**config.mk**
```make
export PLATFORM = sky130hd
export DESIGN_NAME = pccr_queue
export DESIGN_NICKNAME = d
export VERILOG_FILES = /design/src/rtl/pccr_pkg.sv /design/src/rtl/pccr_queue.sv
export SDC_FILE = /design/constraint.sdc
export NUM_CORES = 1
export LEC_CHECK = 0
export CORE_AREA = 2 2 171 189
export DETAILED_ROUTE_END_ITERATION = 6
export DIE_AREA = 0 0 173 191
export DONT_BUFFER_PORTS = 1
export PLACE_DENSITY = 0.43
export SLEW_MARGIN = 20
export SYNTH_ARGS = -nofsm -noshare
export SYNTH_HDL_FRONTEND = slang
export SYNTH_SLANG_ARGS = --single-unit
```
**constraint.sdc**
```tcl
create_clock -name clk_i -period 19.3 [get_ports clk_i]
set_input_delay 2.895 -clock clk_i [delete_from_list [all_inputs] [get_ports clk_i]]
set_output_delay 2.895 -clock clk_i [all_outputs]
set_load 0.02 [all_outputs]
```
**src/rtl/pccr_pkg.sv**
```systemverilog
// shared types and constants for the pairwise circle collision resolver
package pccr_pkg;

  localparam int unsigned MaxBallsDefault = 32;

  localparam logic CfgIdxMode  = 1'b0;
  localparam logic CfgIdxColor = 1'b1;

  typedef enum logic {
    OP_LOAD = 1'b0,
    OP_RUN  = 1'b1
  } op_e;

  typedef enum logic {
    MODE_HIGHLIGHT = 1'b0,
    MODE_SWAP      = 1'b1
  } mode_e;

  // input beat
  typedef struct packed {
    logic               op;
    logic [15:0]        entity_id;
    logic signed [19:0] pos_x;
    logic signed [19:0] pos_y;
    logic [15:0]        radius;
    logic signed [15:0] vel_x;
    logic signed [15:0] vel_y;
    logic [31:0]        color;
  } in_beat_t;

  // result beat
  typedef struct packed {
    logic [15:0]        out_entity_id;
    logic signed [15:0] out_vel_x;
    logic signed [15:0] out_vel_y;
    logic [31:0]        out_color;
    logic               hit;
    logic               overflow;
    logic               last;
  } out_beat_t;

  // front to back command
  typedef struct packed {
    logic        run;
    logic [15:0] entity_id;
    logic [19:0] pos_x;
    logic [19:0] pos_y;
    logic [15:0] radius;
    logic [15:0] vel_x;
    logic [15:0] vel_y;
    logic [31:0] color;
  } cmd_t;

  typedef enum logic [2:0] {
    ST_IDLE,
    ST_RD,
    ST_CMP,
    ST_WR,
    ST_EMIT_RD,
    ST_EMIT
  } back_state_e;

endpackage

```
**src/rtl/pccr_queue.sv**
```systemverilog
// two-entry command queue between front and back
module pccr_queue (
  input  logic           clk_i,
  input  logic           rst_ni,
  input  pccr_pkg::cmd_t wr_data_i,
  input  logic           wr_valid_i,
  output logic           wr_ready_o,
  output pccr_pkg::cmd_t rd_data_o,
  output logic           rd_valid_o,
  input  logic           rd_ready_i
);
  import pccr_pkg::*;

  cmd_t       mem_q [2];
  logic       wp_q, rp_q;
  logic [1:0] cnt_q;
  logic       push, pop;

  assign wr_ready_o = (cnt_q != 2'd2);
  assign rd_valid_o = (cnt_q != 2'd0);
  assign rd_data_o  = mem_q[rp_q];
  assign push = wr_valid_i & wr_ready_o;
  assign pop  = rd_valid_o & rd_ready_i;

  always_ff @(posedge clk_i) begin
    if (push) mem_q[wp_q] <= wr_data_i;
  end

  always_ff @(posedge clk_i or negedge rst_ni) begin
    if (!rst_ni) begin
      wp_q <= 1'b0; rp_q <= 1'b0; cnt_q <= '0;
    end else begin
      if (push) wp_q <= ~wp_q;
      if (pop) rp_q <= ~rp_q;
      cnt_q <= cnt_q + {1'b0, push} - {1'b0, pop};
    end
  end
endmodule

```
Word-level counts from Yosys, hierarchy flattened
Memory sizes are Yosys's and may differ from the RTL's.
Index checks and enable logic that the tools add are counted.

word-level totals
  register bits after elaboration = 4
  memory bits (writable) = 274
  input port bits = 141
  output and inout bits = 139
  logic and storage cells = 14
  memories = 1

memory list
  memory  words  width  read ports  clocked after Yosys merged registers in  write ports  line              source
  mem_q   2      137    1           0                                        1            pccr_queue.sv:14  cmd_t mem_q [2];

operators by class
  $add $sub $neg = 2
  equal/unequal tests = 1
  multiplexer cells = 2
  bitwise logic cells = 4
  reductions and logical operators = 1

operators with widths
  cell                                         count
  2-bit by 1-bit adder with 2-bit output       1
  1-bit bitwise AND                            2
  1-bit 2-to-1 mux                             2
  2-bit != test, second input constant         1
  1-bit inverter                               2
  2-bit nonzero test                           1
  2-bit by 1-bit subtractor with 2-bit output  1

Logic depth before layout (Yosys ltp)
  depth in word-level cells = 4
  gate-level depth with buffers = 7

Worst setup path before layout
Ideal clock, no wire load.

  kind = input port to flip-flop
  start point = in wr_valid_i
  end point = mem mem_q[0][0] in the netlist's numbering, enable pin
  library setup time = 635 ps
  data arrival time = 8686 ps
  required time = 18665 ps
  path slack = 9979 ps
  stages = 2
  path buffers = 0
  path through = nand2_1 > nor2_1

between the ends
  word-level cells in the longest chain between the ends = 3

ends and longest elaborated chain
  element                                 line              source
  start: declaration                      pccr_queue.sv:6   input logic wr_valid_i,
  1-bit bitwise AND                       pccr_queue.sv:22  assign push = wr_valid_i & wr_ready_o;
  1-bit 2-to-1 mux                        pccr_queue.sv:26  if (push) mem_q[wp_q] <= wr_data_i;
  1-bit 2-to-1 mux (implied by the code)  pccr_queue.sv:26
  end: declaration                        pccr_queue.sv:14

No other way between the ends.

==> flow_summary.ini <==
[outcome]
status = finished clean

[critical_path]
critPathMaxStageDelay_ps = 970
reg2reg_from = cnt_q[0]$_DFF_PN0_
required_ps = 16410
critPathKind = flip-flop to output port
path_delay_family = flip-flops
cp-start-kind = flip-flop
slowest_stage = dfrtp_4
crit_chain = buf_4 > mux2_2
r2r-end = mem_q[0][98]$_DFFE_PP_
r2r_slack_ps = 16570
crit_buf_inv = 1
rr_worst_depth = 4
end_kind = output port
worstPathArrival_ps = 3030
critPathMaxFanout = 75

[clock_network]
cts.sink_count = 278
post_cts_resized = 0
cts_tree = built
post_cts_buffers = 0
clk_path_buf_depth = 3
clock_latency_ps = 530
numCtsBuffers = 29
clkSlewWorstSetupHoldPaths_ps = 60
ctsHoldBuffers = 0
root_buffer = clkbuf_16
htreeDepth = 1

[layout]
nFillCells = 2880
syn_to_final_growth_pct = 12.6
diodes = 0
layout-drive-gt1-share_pct = 38.0
ff_latch_area_mm2 = 0.00833
multiInputGateArea_mm2 = 0.00165
fin_nets = 607

[grt]
grt_use_total_pct = 11.1
grt_max_degree = 76
antenna_found_initial = 0
grt-ovfl-total = 0
grt_pass1_wl_um = 27700
grt_pass1_vias = 4475

[sta]
tns_ps = 0
post-route-period-util_pct = 30.7
report.final.slew_viol_count = 0
hold_viol_final = 0
rsz0062_at_grt = false
maxSlewHeadroom_pct = 34.1
worst-slew-pin-transition_ps = 988
clock.fmax_mhz = 169
timing.final.crit_period_ps = 5930
hold_ws_ps = 528
finClkSkew_ps = 5.88
setup-violations-final = 0
worst_slack_ps = 13370

[yosys]
ys_ff_latch = 278
yosys_warnings = 0
syn_nets = 586
synth-seq-area-share_pct = 82.2
syn_area_mm2 = 0.0101
synth_cell_types = 15
syn_inst = 443
avgSynthCellArea_um2 = 22.9

[hold_path]
min_to = cnt_q[0]$_DFF_PN0_
holdPathStages = 1
hold_start = cnt_q[0]$_DFF_PN0_
worst_hold_path_type = flip-flop to flip-flop

[die]
die_w_um = 173
initial_utilization_pct = 32.5
die_area_mm2 = 0.0330
io-pin-count = 280
fp.dieH_um = 191
core_mm2 = 0.0311
placementRows = 68

[place]
numPortBuffers = 0
place_ws_ps = 13860
place_congestion = 0.681

[route]
first_iter_violations = 209
via_count = 4049
vias_per_cell = 4.49
drc = 0
routed_wl_um = 19400
ant_nets = 0
firstDrtPassIters = 4
wire_per_inst_um = 21.5

[pwr]
irDropWorstVdd_mv = 0.0796
power_density_mw_per_mm2 = 165
p_leak_nw = 3.62

[job]
drv_cap = 0
## worst register-to-register path, delay by kind of cell, from the launching register on
kind,cells,cell delay (ps)
simple gates,3,1170
buf+inv,1,760
flops,1,360
## sequential cells by signal, indices dropped and copies added (netlist names)
| signal | cells |
|---|---|
| mem_q | 274 |
| cnt_q | 2 |
| rp_q | 1 |
| wp_q | 1 |
## layout by cell type, fill, tap and decap left out, drive strengths merged, types with 2 or more instances in the layout
cell / synthesis / final
buf: 15 / 5
clkbuf: 0 / 33
clkinv: 0 / 13
xnor2: 3 / 3
mux2: 137 / 137
ha: 2 / 2
dfrtp: 4 / 4
edfxtp: 274 / 274
## synth_stat cells
master    instances  area share [%]
mux2_2          137              15
nand2b_1          1           0.062
or2_2             1           0.062
inv_1             1           0.037
xor2_1            1           0.086
buf_6            14             1.6
and3_1            1           0.062
ha_1              2            0.25
and2_4            1           0.086
xnor2_1           3            0.26
nand2_1           1           0.037
nor2_1            1           0.037
buf_2             1           0.049
dfrtp_1           4            0.99
edfxtp_1        274              81
## how the worst max path moves through the flow
stage                                start                     to  slack (ps)  cells past startpoint
after floorplan                 wr_valid_i  mem_q[0][0]$_DFFE_PP_        9980                      2
after global placement    rp_q$_DFFE_PN0P_         rd_data_o[128]       13910                      2
after detailed placement  rp_q$_DFFE_PN0P_         rd_data_o[128]       13860                      2
after CTS                 rp_q$_DFFE_PN0P_         rd_data_o[128]       13260                      2
after global routing      rp_q$_DFFE_PN0P_         rd_data_o[128]       13120                      2
final                     rp_q$_DFFE_PN0P_         rd_data_o[128]       13370                      2
## where the power goes
part | internal (mW) | switching (mW)
combinational | 0.162 | 0.350
clock | 0.284 | 0.209
sequential | 0.827 | 0.0553
## area by class of cell
cell class / count / share of cell area, %
flip-flops and latches: 278 / 73.0
clock inverters: 15 / 0.845
well taps: 420 / 4.61
clock buffers: 33 / 6.49
repair buffers: 5 / 0.505
multi-input cells: 149 / 14.5
inverters: 1 / 0.0329
## cell families (layout without fill, tap and decap cells)
logic type	Yosys count	after routing	share of synthesized area, %
xor+xnor	4	4	0.346
fa+ha+maj	2	2	0.247
buf+inv	16	54	1.64
flops	278	278	82.2
mux	137	137	15.2
simple gates	6	6	0.346
## stage by stage
| stage | instance area [um2] | utilization [%] | power, mW | cells |
|---|---|---|---|---|
| floorplan | 10100 | - | 1.36 | 443 |
| global placement | 10500 | 33.9 | 1.42 | 852 |
| detailed placement | 10500 | 33.9 | 1.42 | 852 |
| CTS | 11400 | 36.5 | 1.93 | 900 |
| global route | 11400 | 36.6 | 1.98 | 901 |
| finish | 11400 | 36.6 | 1.89 | 901 |
## layer usage
metal,GRT usage [%],vias to the layer above,part of all wire (%)
li1,-,1799,-
met2,20.6,172,54
met5,0,-,0
met3,5.75,32,12
met4,3.59,0,2.2
met1,10.5,2046,32
Note: power is estimated with default switching activity, not from simulation.
