File: src/rtl/pccr_pkg.sv
// shared types and constants for the pairwise circle collision resolver
package pccr_pkg;

  localparam int unsigned MaxBallsDefault = 32;

  localparam logic CfgIdxMode  = 1'b0;
  localparam logic CfgIdxColor = 1'b1;

  typedef enum logic {
    OP_LOAD = 1'b0,
    OP_RUN  = 1'b1
  } op_e;

  typedef enum logic {
    MODE_HIGHLIGHT = 1'b0,
    MODE_SWAP      = 1'b1
  } mode_e;

  // input beat
  typedef struct packed {
    logic               op;
    logic [15:0]        entity_id;
    logic signed [19:0] pos_x;
    logic signed [19:0] pos_y;
    logic [15:0]        radius;
    logic signed [15:0] vel_x;
    logic signed [15:0] vel_y;
    logic [31:0]        color;
  } in_beat_t;

  // result beat
  typedef struct packed {
    logic [15:0]        out_entity_id;
    logic signed [15:0] out_vel_x;
    logic signed [15:0] out_vel_y;
    logic [31:0]        out_color;
    logic               hit;
    logic               overflow;
    logic               last;
  } out_beat_t;

  // front to back command
  typedef struct packed {
    logic        run;
    logic [15:0] entity_id;
    logic [19:0] pos_x;
    logic [19:0] pos_y;
    logic [15:0] radius;
    logic [15:0] vel_x;
    logic [15:0] vel_y;
    logic [31:0] color;
  } cmd_t;

  typedef enum logic [2:0] {
    ST_IDLE,
    ST_RD,
    ST_CMP,
    ST_WR,
    ST_EMIT_RD,
    ST_EMIT
  } back_state_e;

endpackage

File: src/rtl/pccr_if.sv
// valid/ready channel interfaces
interface pccr_in_if;
  pccr_pkg::in_beat_t data;
  logic valid;
  logic ready;
  modport source (output valid, output data, input ready);
  modport sink (input valid, input data, output ready);
endinterface


File: src/rtl/pccr_front.sv
// front end: accepts beats, filters overflow loads, feeds the command queue
module pccr_front #(
  parameter int unsigned MaxBalls = pccr_pkg::MaxBallsDefault
) (
  input  logic               clk_i,
  input  logic               rst_ni,
  pccr_in_if.sink            in_if,
  output pccr_pkg::cmd_t     cmd_o,
  output logic               cmd_valid_o,
  input  logic               cmd_ready_i,
  output logic               dropped_o,
  input  logic               run_done_i
);
  import pccr_pkg::*;

  localparam int unsigned CntW = $clog2(MaxBalls + 1);

  logic [CntW-1:0] count_q, count_d;
  logic            drop_q, drop_d;
  logic            fire, full, is_run;

  assign in_if.ready = cmd_ready_i;
  assign fire   = in_if.valid & in_if.ready;
  assign is_run = (in_if.data.op == OP_RUN);
  assign full   = (count_q == CntW'(MaxBalls));

  assign cmd_valid_o = in_if.valid & (is_run | ~full);
  assign cmd_o = '{run: is_run, entity_id: in_if.data.entity_id,
                   pos_x: in_if.data.pos_x, pos_y: in_if.data.pos_y,
                   radius: in_if.data.radius, vel_x: in_if.data.vel_x,
                   vel_y: in_if.data.vel_y, color: in_if.data.color};
  assign dropped_o = drop_q;

  always_comb begin
    count_d = count_q;
    drop_d  = drop_q;
    if (run_done_i) drop_d = 1'b0;
    if (fire) begin
      if (is_run) count_d = '0;
      else if (full) drop_d = 1'b1;
      else count_d = count_q + 1'b1;
    end
  end

  always_ff @(posedge clk_i or negedge rst_ni) begin
    if (!rst_ni) begin
      count_q <= '0;
      drop_q  <= 1'b0;
    end else begin
      count_q <= count_d;
      drop_q  <= drop_d;
    end
  end
endmodule

File: src/flat_wrapper.sv
// flat-port wrapper written by rule: the top's interface ports become plain ports
module pccr_front_flat import pccr_pkg::*;
#(
  parameter int unsigned MaxBalls = pccr_pkg::MaxBallsDefault
)
  (clk_i, rst_ni, cmd_o, cmd_valid_o, cmd_ready_i, dropped_o, run_done_i, in_if_valid, in_if_data, in_if_ready);
  pccr_in_if in_if_i ();
  input  logic clk_i;
  input  logic rst_ni;
  output pccr_pkg::cmd_t cmd_o;
  output logic cmd_valid_o;
  input  logic cmd_ready_i;
  output logic dropped_o;
  input  logic run_done_i;
  input wire logic [$bits(in_if_i.valid)-1:0] in_if_valid;
  input wire logic [$bits(in_if_i.data)-1:0] in_if_data;
  output wire logic [$bits(in_if_i.ready)-1:0] in_if_ready;
  assign in_if_i.valid = in_if_valid;
  assign in_if_i.data = in_if_data;
  assign in_if_ready = in_if_i.ready;
  pccr_front #(.MaxBalls(MaxBalls)) u_core (.clk_i(clk_i), .rst_ni(rst_ni), .in_if(in_if_i), .cmd_o(cmd_o), .cmd_valid_o(cmd_valid_o), .cmd_ready_i(cmd_ready_i), .dropped_o(dropped_o), .run_done_i(run_done_i));
endmodule
File: config.mk
export PLATFORM = sky130hd
export DESIGN_NAME = pccr_front_flat
export DESIGN_NICKNAME = d
export VERILOG_FILES = /design/src/rtl/pccr_pkg.sv /design/src/rtl/pccr_if.sv /design/src/rtl/pccr_front.sv /design/src/flat_wrapper.sv
export SDC_FILE = /design/constraint.sdc
export NUM_CORES = 1
export LEC_CHECK = 0
export BUFFER_PORTS_ARGS = -buffer_cell sky130_fd_sc_hd__buf_2
export CAP_MARGIN = 15
export CORE_AREA = 2 2 110 112
export DETAILED_ROUTE_END_ITERATION = 7
export DIE_AREA = 0 0 112 114
export PLACE_DENSITY = 0.52
export SLEW_MARGIN = 5
export SYNTH_ARGS = -nofsm -noshare
export SYNTH_HDL_FRONTEND = slang
export SYNTH_SLANG_ARGS = --single-unit
export TNS_END_PERCENT = 5
File: constraint.sdc
create_clock -name clk_i -period 1.76 [get_ports clk_i]
set_clock_uncertainty 0.05 [all_clocks]
set_input_delay 0.352 -clock clk_i [delete_from_list [all_inputs] [get_ports clk_i]]
set_output_delay 0.352 -clock clk_i [all_outputs]
set_load 0.02 [all_outputs]
* Word-level counts from Yosys, hierarchy flattened
Index checks and enable logic that the tools add are counted.
Word-level totals: register bits after elaboration 7, input port bits 142, output and inout bits 140
Cells by class: $add $sub $neg 1, equal/unequal tests 2, muxes and demuxes 6, bitwise operators 4, reduce and logical (&&, ||, !) cells 1
Operators with widths (count):
- two-way mux 6 bit | 2
- adder 6 x 1 -> 6 bit, second input constant | 1
- == test 6 bit, second input constant | 1
- two-way mux 1 bit | 4
- bitwise AND 1 bit | 2
- != test 2 bit, second input constant | 1
- AND reduction 2 bit | 1
- NOT 1 bit | 1
- bitwise OR 1 bit | 1

* Depth between registers and ports, before layout
depth after elaboration 4, depth in mapped cells 4

* Worst setup path after synthesis
No wires, ideal clock.
path kind register -> register, start point register u_core.count_q[0], end point register u_core.count_q[0], library setup time 0.125 ns, data arrival time 1.236 ns, setup slack 0.349 ns, cell stages (with the launch flop) 5, buffers on the path 0, period minus slack after synthesis 1.411 ns, cell sequence dfrtp_1 inv_1 ha_1 a41oi_1 mux2_2
On the way: cells in the longest elaborated chain, start to end 3, elaborated cells on any way between the ends 6, classes of those cells add/sub: 1; eq/ne: 2; mux: 2; reduce/logical: 1
RTL lines:
- from (decl) | RTL line pccr_front.sv:18 | logic [CntW-1:0] count_q, count_d;
- from (signal assigned) | RTL line pccr_front.sv:50 | count_q <= count_d;
- adder 6 x 1 -> 6 bit or == test 6 bit (tied branches) | RTL line pccr_front.sv:41, pccr_front.sv:25
- two-way mux 6 bit or != test 2 bit (tied branches)
- two-way mux 6 bit or AND reduction 2 bit (tied branches)
Several ways; a longest one is shown, not always the timed one. The select of a mux whose other input is x is not followed. A chain may end at the register's enable or synchronous reset.

* Worst setup path in the final report
start point register u_core.count_q[3], end point output port cmd_valid_o
On the way: cells in the longest elaborated chain, start to end 4
RTL lines:
- == test 6 bit | RTL line pccr_front.sv:25 | assign full = (count_q == CntW'(MaxBalls));
- NOT 1 bit | RTL line pccr_front.sv:27 | assign cmd_valid_o = in_if.valid & (is_run | ~full);
- bitwise OR 1 bit | RTL line pccr_front.sv:27
- bitwise AND 1 bit | RTL line pccr_front.sv:27
- to (decl) | RTL line flat_wrapper.sv:11 | output logic cmd_valid_o;
Every way passes these cells.

==> results_dict.tcl <==
set metrics [dict create \
    drive_gt1_share_pct 41.0 \
    slowest_stage "sky130_fd_sc_hd__dfrtp_2" \
    synth_cell_types 25 \
    hpwl_mm 1.93 \
    clockRootBuffer "sky130_fd_sc_hd__clkbuf_16" \
    seqPwrFrac_pct 26.2 \
    run_status "finished, final reports clean" \
    antenna-diode-count 0 \
    die_x_um 112 \
    maxClockFrequency_mhz 599 \
    netSwitchingFraction_pct 29.6 \
    route.detailed.wl_per_inst_um 12.1 \
    power.clock.fraction_pct 43.6 \
    worst_hold_path_type "input pin to register" \
    synth-warning-count 0 \
    post_synth.cell_area_avg_um2 8.05 \
    port-buffer-count 9 \
    slew_headroom_pct 79.0 \
    power_frac_comb_pct 30.2 \
    first_iter_violations 17 \
    post-route-drc-count 0 \
    antenna_left 0 \
    crit_required_ps 1360 \
    p_int_w 0.000636 \
    floorplan.die_area_um2 12800 \
    setup_viol_count_final 0 \
    globalRoute.totalOverflow 0 \
    crit_path_max_fanout 6 \
    cts.path.max_buffers 2 \
    min_period_over_period_pct 94.8 \
    first_global_vias 583 \
    detail_route.vias_per_cell 2.63 \
    grtUsageTotal_pct 3.88 \
    slowest_delay_ps 440 \
    tritoncts_clock_tree "built" \
    final_core_util_pct 6.66 \
    worst_ep_arrival_time_ps 1270 \
    die-height_um 114 \
    report.power.total_w 0.000903 \
    crit_chain "nor2_2 > nand4_1 > and2_1 > buf_2" \
    slew_violations 0 \
    floorplan.initialDensity_pct 12.4 \
    drv_cap 0 \
    timing_worst_setup_path_type "register to output port" \
    detailroute.via_count 547 \
    clock_latency_ps 230 \
    critPathCaptureType "output port" \
    worstMarginPinSlew_ps 311 \
    antenna_found_initial 0 \
    mostFrequentLayoutCell "sky130_fd_sc_hd__buf_2" \
    synth_fp_nets 325 \
    power.density_cell_area_nw_per_um2 1160 \
    drt_first_pass_iters 4 \
    hold_viol_final 0 \
    grt_first_pass_wirelength_mm 3.33 \
    ctsHtreeMaxLevel 1 \
    finalCriticalPeriod_ps 1670 \
    synthesis.area_um2 1460 \
    floorplan.rows 40 \
    power.static_leakage_nw 0.271 \
    numClockSinks 7 \
    final_cell_mix "sky130_fd_sc_hd__buf_2 (9), sky130_fd_sc_hd__buf_4 (5), sky130_fd_sc_hd__dfrtp_1 (5), sky130_fd_sc_hd__nor2_1 (4), sky130_fd_sc_hd__o21ai_0 (4)" \
    grt_setup_unrepaired "no" \
    place_congestion 0.636 \
    clk_pin_slew_ps 40 \
    layout.nets 206 \
    totalNegativeSetupSlack_ps 0 \
    ys_seq_area_share_pct 12.0 \
    areaGrowthSynthToFinish_pct -46.5 \
    design.core.area_um2 11700 \
    synth_seq_cells 7 \
    tritoncts.num_buffers 3 \
    peakVddDrop_uv 348 \
    drt_wirelength_mm 2.51 \
    boundaryPins 282 \
    grt_start_max_net_pins 11 \
    netlist_instances 181 \
    final_cell_area_um2 779 \
    dpl_cell_area_um2 653 \
    power_switching_w 0.000267 \
    worst_setup_path_start_kind "register" \
]
[path summary, 6_finish.rpt]
check,endpoint,startpoint,slack [ps],cells after the start
setup reg to reg,u_core.count_q[0],u_core.count_q[4],340,4
max in group asynchronous,u_core.count_q[3],rst_ni,1040,2
setup / recovery,cmd_valid_o,u_core.count_q[3],90,4
hold reg to reg,u_core.count_q[3],u_core.count_q[3],490,1
hold / removal,u_core.dropped_o,run_done_i,270,2
min in group asynchronous,u_core.dropped_o,rst_ni,440,2
[metrics by stage]
stage          worst slack [ps]  hold slack, ps  instances
6_report                   90.7             265        208
3_3_place_gp                239             150        200
3_5_place_dp                199             154        200
5_1_grt                    3.27             279        208
2_1_floorplan               349            6.41        181
4_1_cts                    34.1             261        207
[final cells by class]
type / count / area, um^2
clock buffers: 4 / 78.8
inverters: 4 / 15.0
well taps: 147 / 184
fillers: 1396 / 10900
repair buffers: 15 / 92.6
flip-flops and latches: 7 / 178
multi-input cells: 31 / 231
[logic make-up (layout without fill, tap and decap cells)]
family	after synthesis	in the layout	share of synthesized area, %
buffers and inverters	143	23	72.9
and+or+nand+nor	15	15	5.50
AOI/OAI and AO/OA	12	12	6.36
DFF	7	7	12.0
adders and majority gates	2	2	1.72
muxes	2	2	1.46
[layer usage]
metal | GRT usage [%] | vias to the layer above | share of wire [%]
met1 | 2.22 | 234 | 24
li1 | - | 194 | -
met5 | 0 | - | 0
met4 | 9.43 | 0 | 22
met3 | 3.83 | 61 | 22
met2 | 3.64 | 58 | 33
[cells in the mapped netlist]
cell / count / area, um^2
sky130_fd_sc_hd__nand3_1: 1 / 5.00
sky130_fd_sc_hd__buf_6: 1 / 11.3
sky130_fd_sc_hd__and2_1: 1 / 6.26
sky130_fd_sc_hd__a221o_1: 1 / 10.0
sky130_fd_sc_hd__nor2_2: 1 / 6.26
sky130_fd_sc_hd__a31oi_1: 2 / 12.5
sky130_fd_sc_hd__nand2_1: 2 / 7.51
sky130_fd_sc_hd__buf_4: 138 / 1040
sky130_fd_sc_hd__mux2i_1: 1 / 10.0
sky130_fd_sc_hd__nand4_1: 2 / 12.5
sky130_fd_sc_hd__a41oi_1: 1 / 8.76
sky130_fd_sc_hd__dfrtp_1: 7 / 175
sky130_fd_sc_hd__o41ai_1: 1 / 8.76
sky130_fd_sc_hd__nor2_1: 4 / 15.0
sky130_fd_sc_hd__or2_1: 1 / 6.26
sky130_fd_sc_hd__mux2_2: 1 / 11.3
sky130_fd_sc_hd__ha_1: 2 / 25.0
sky130_fd_sc_hd__nand2b_1: 1 / 6.26
sky130_fd_sc_hd__o41ai_2: 1 / 16.3
sky130_fd_sc_hd__nor4b_1: 1 / 8.76
sky130_fd_sc_hd__o22ai_1: 1 / 6.26
sky130_fd_sc_hd__a41o_1: 1 / 10.0
sky130_fd_sc_hd__nor2b_1: 1 / 6.26
sky130_fd_sc_hd__o21ai_0: 4 / 20.0
sky130_fd_sc_hd__inv_1: 4 / 15.0
[worst max-delay path, delay by kind of cell (launching register included)]
family / cells / cell delay, ps
AND/OR/NAND/NOR: 3 / 450
buffers and inverters: 1 / 150
flip-flops: 1 / 440
[power groups by stage]
stage	combinational, W	clock, W	sequential, W
finish	0.000273	0.000394	0.000236
global route	0.000311	0.000413	0.000242
CTS	0.000245	0.000400	0.000230
detailed placement	0.000187	0	0.000250
global placement	0.000181	0	0.000245
floorplan	0.000587	0	0.000244
[registers in the layout (all words and copies together), names as in the netlist]
register	count
u_core.count_q	6
u_core.dropped_o	1
[repair_timing]
action                                 CTS  global route
resized for setup                        1             5
hold buffers                             1             0
setup endpoints to repair                1             1
endpoints found under the hold margin    7             0
pin swaps                                0             2
setup buffers                            2             1
No activity file was read; power rests on OpenSTA's default activity.
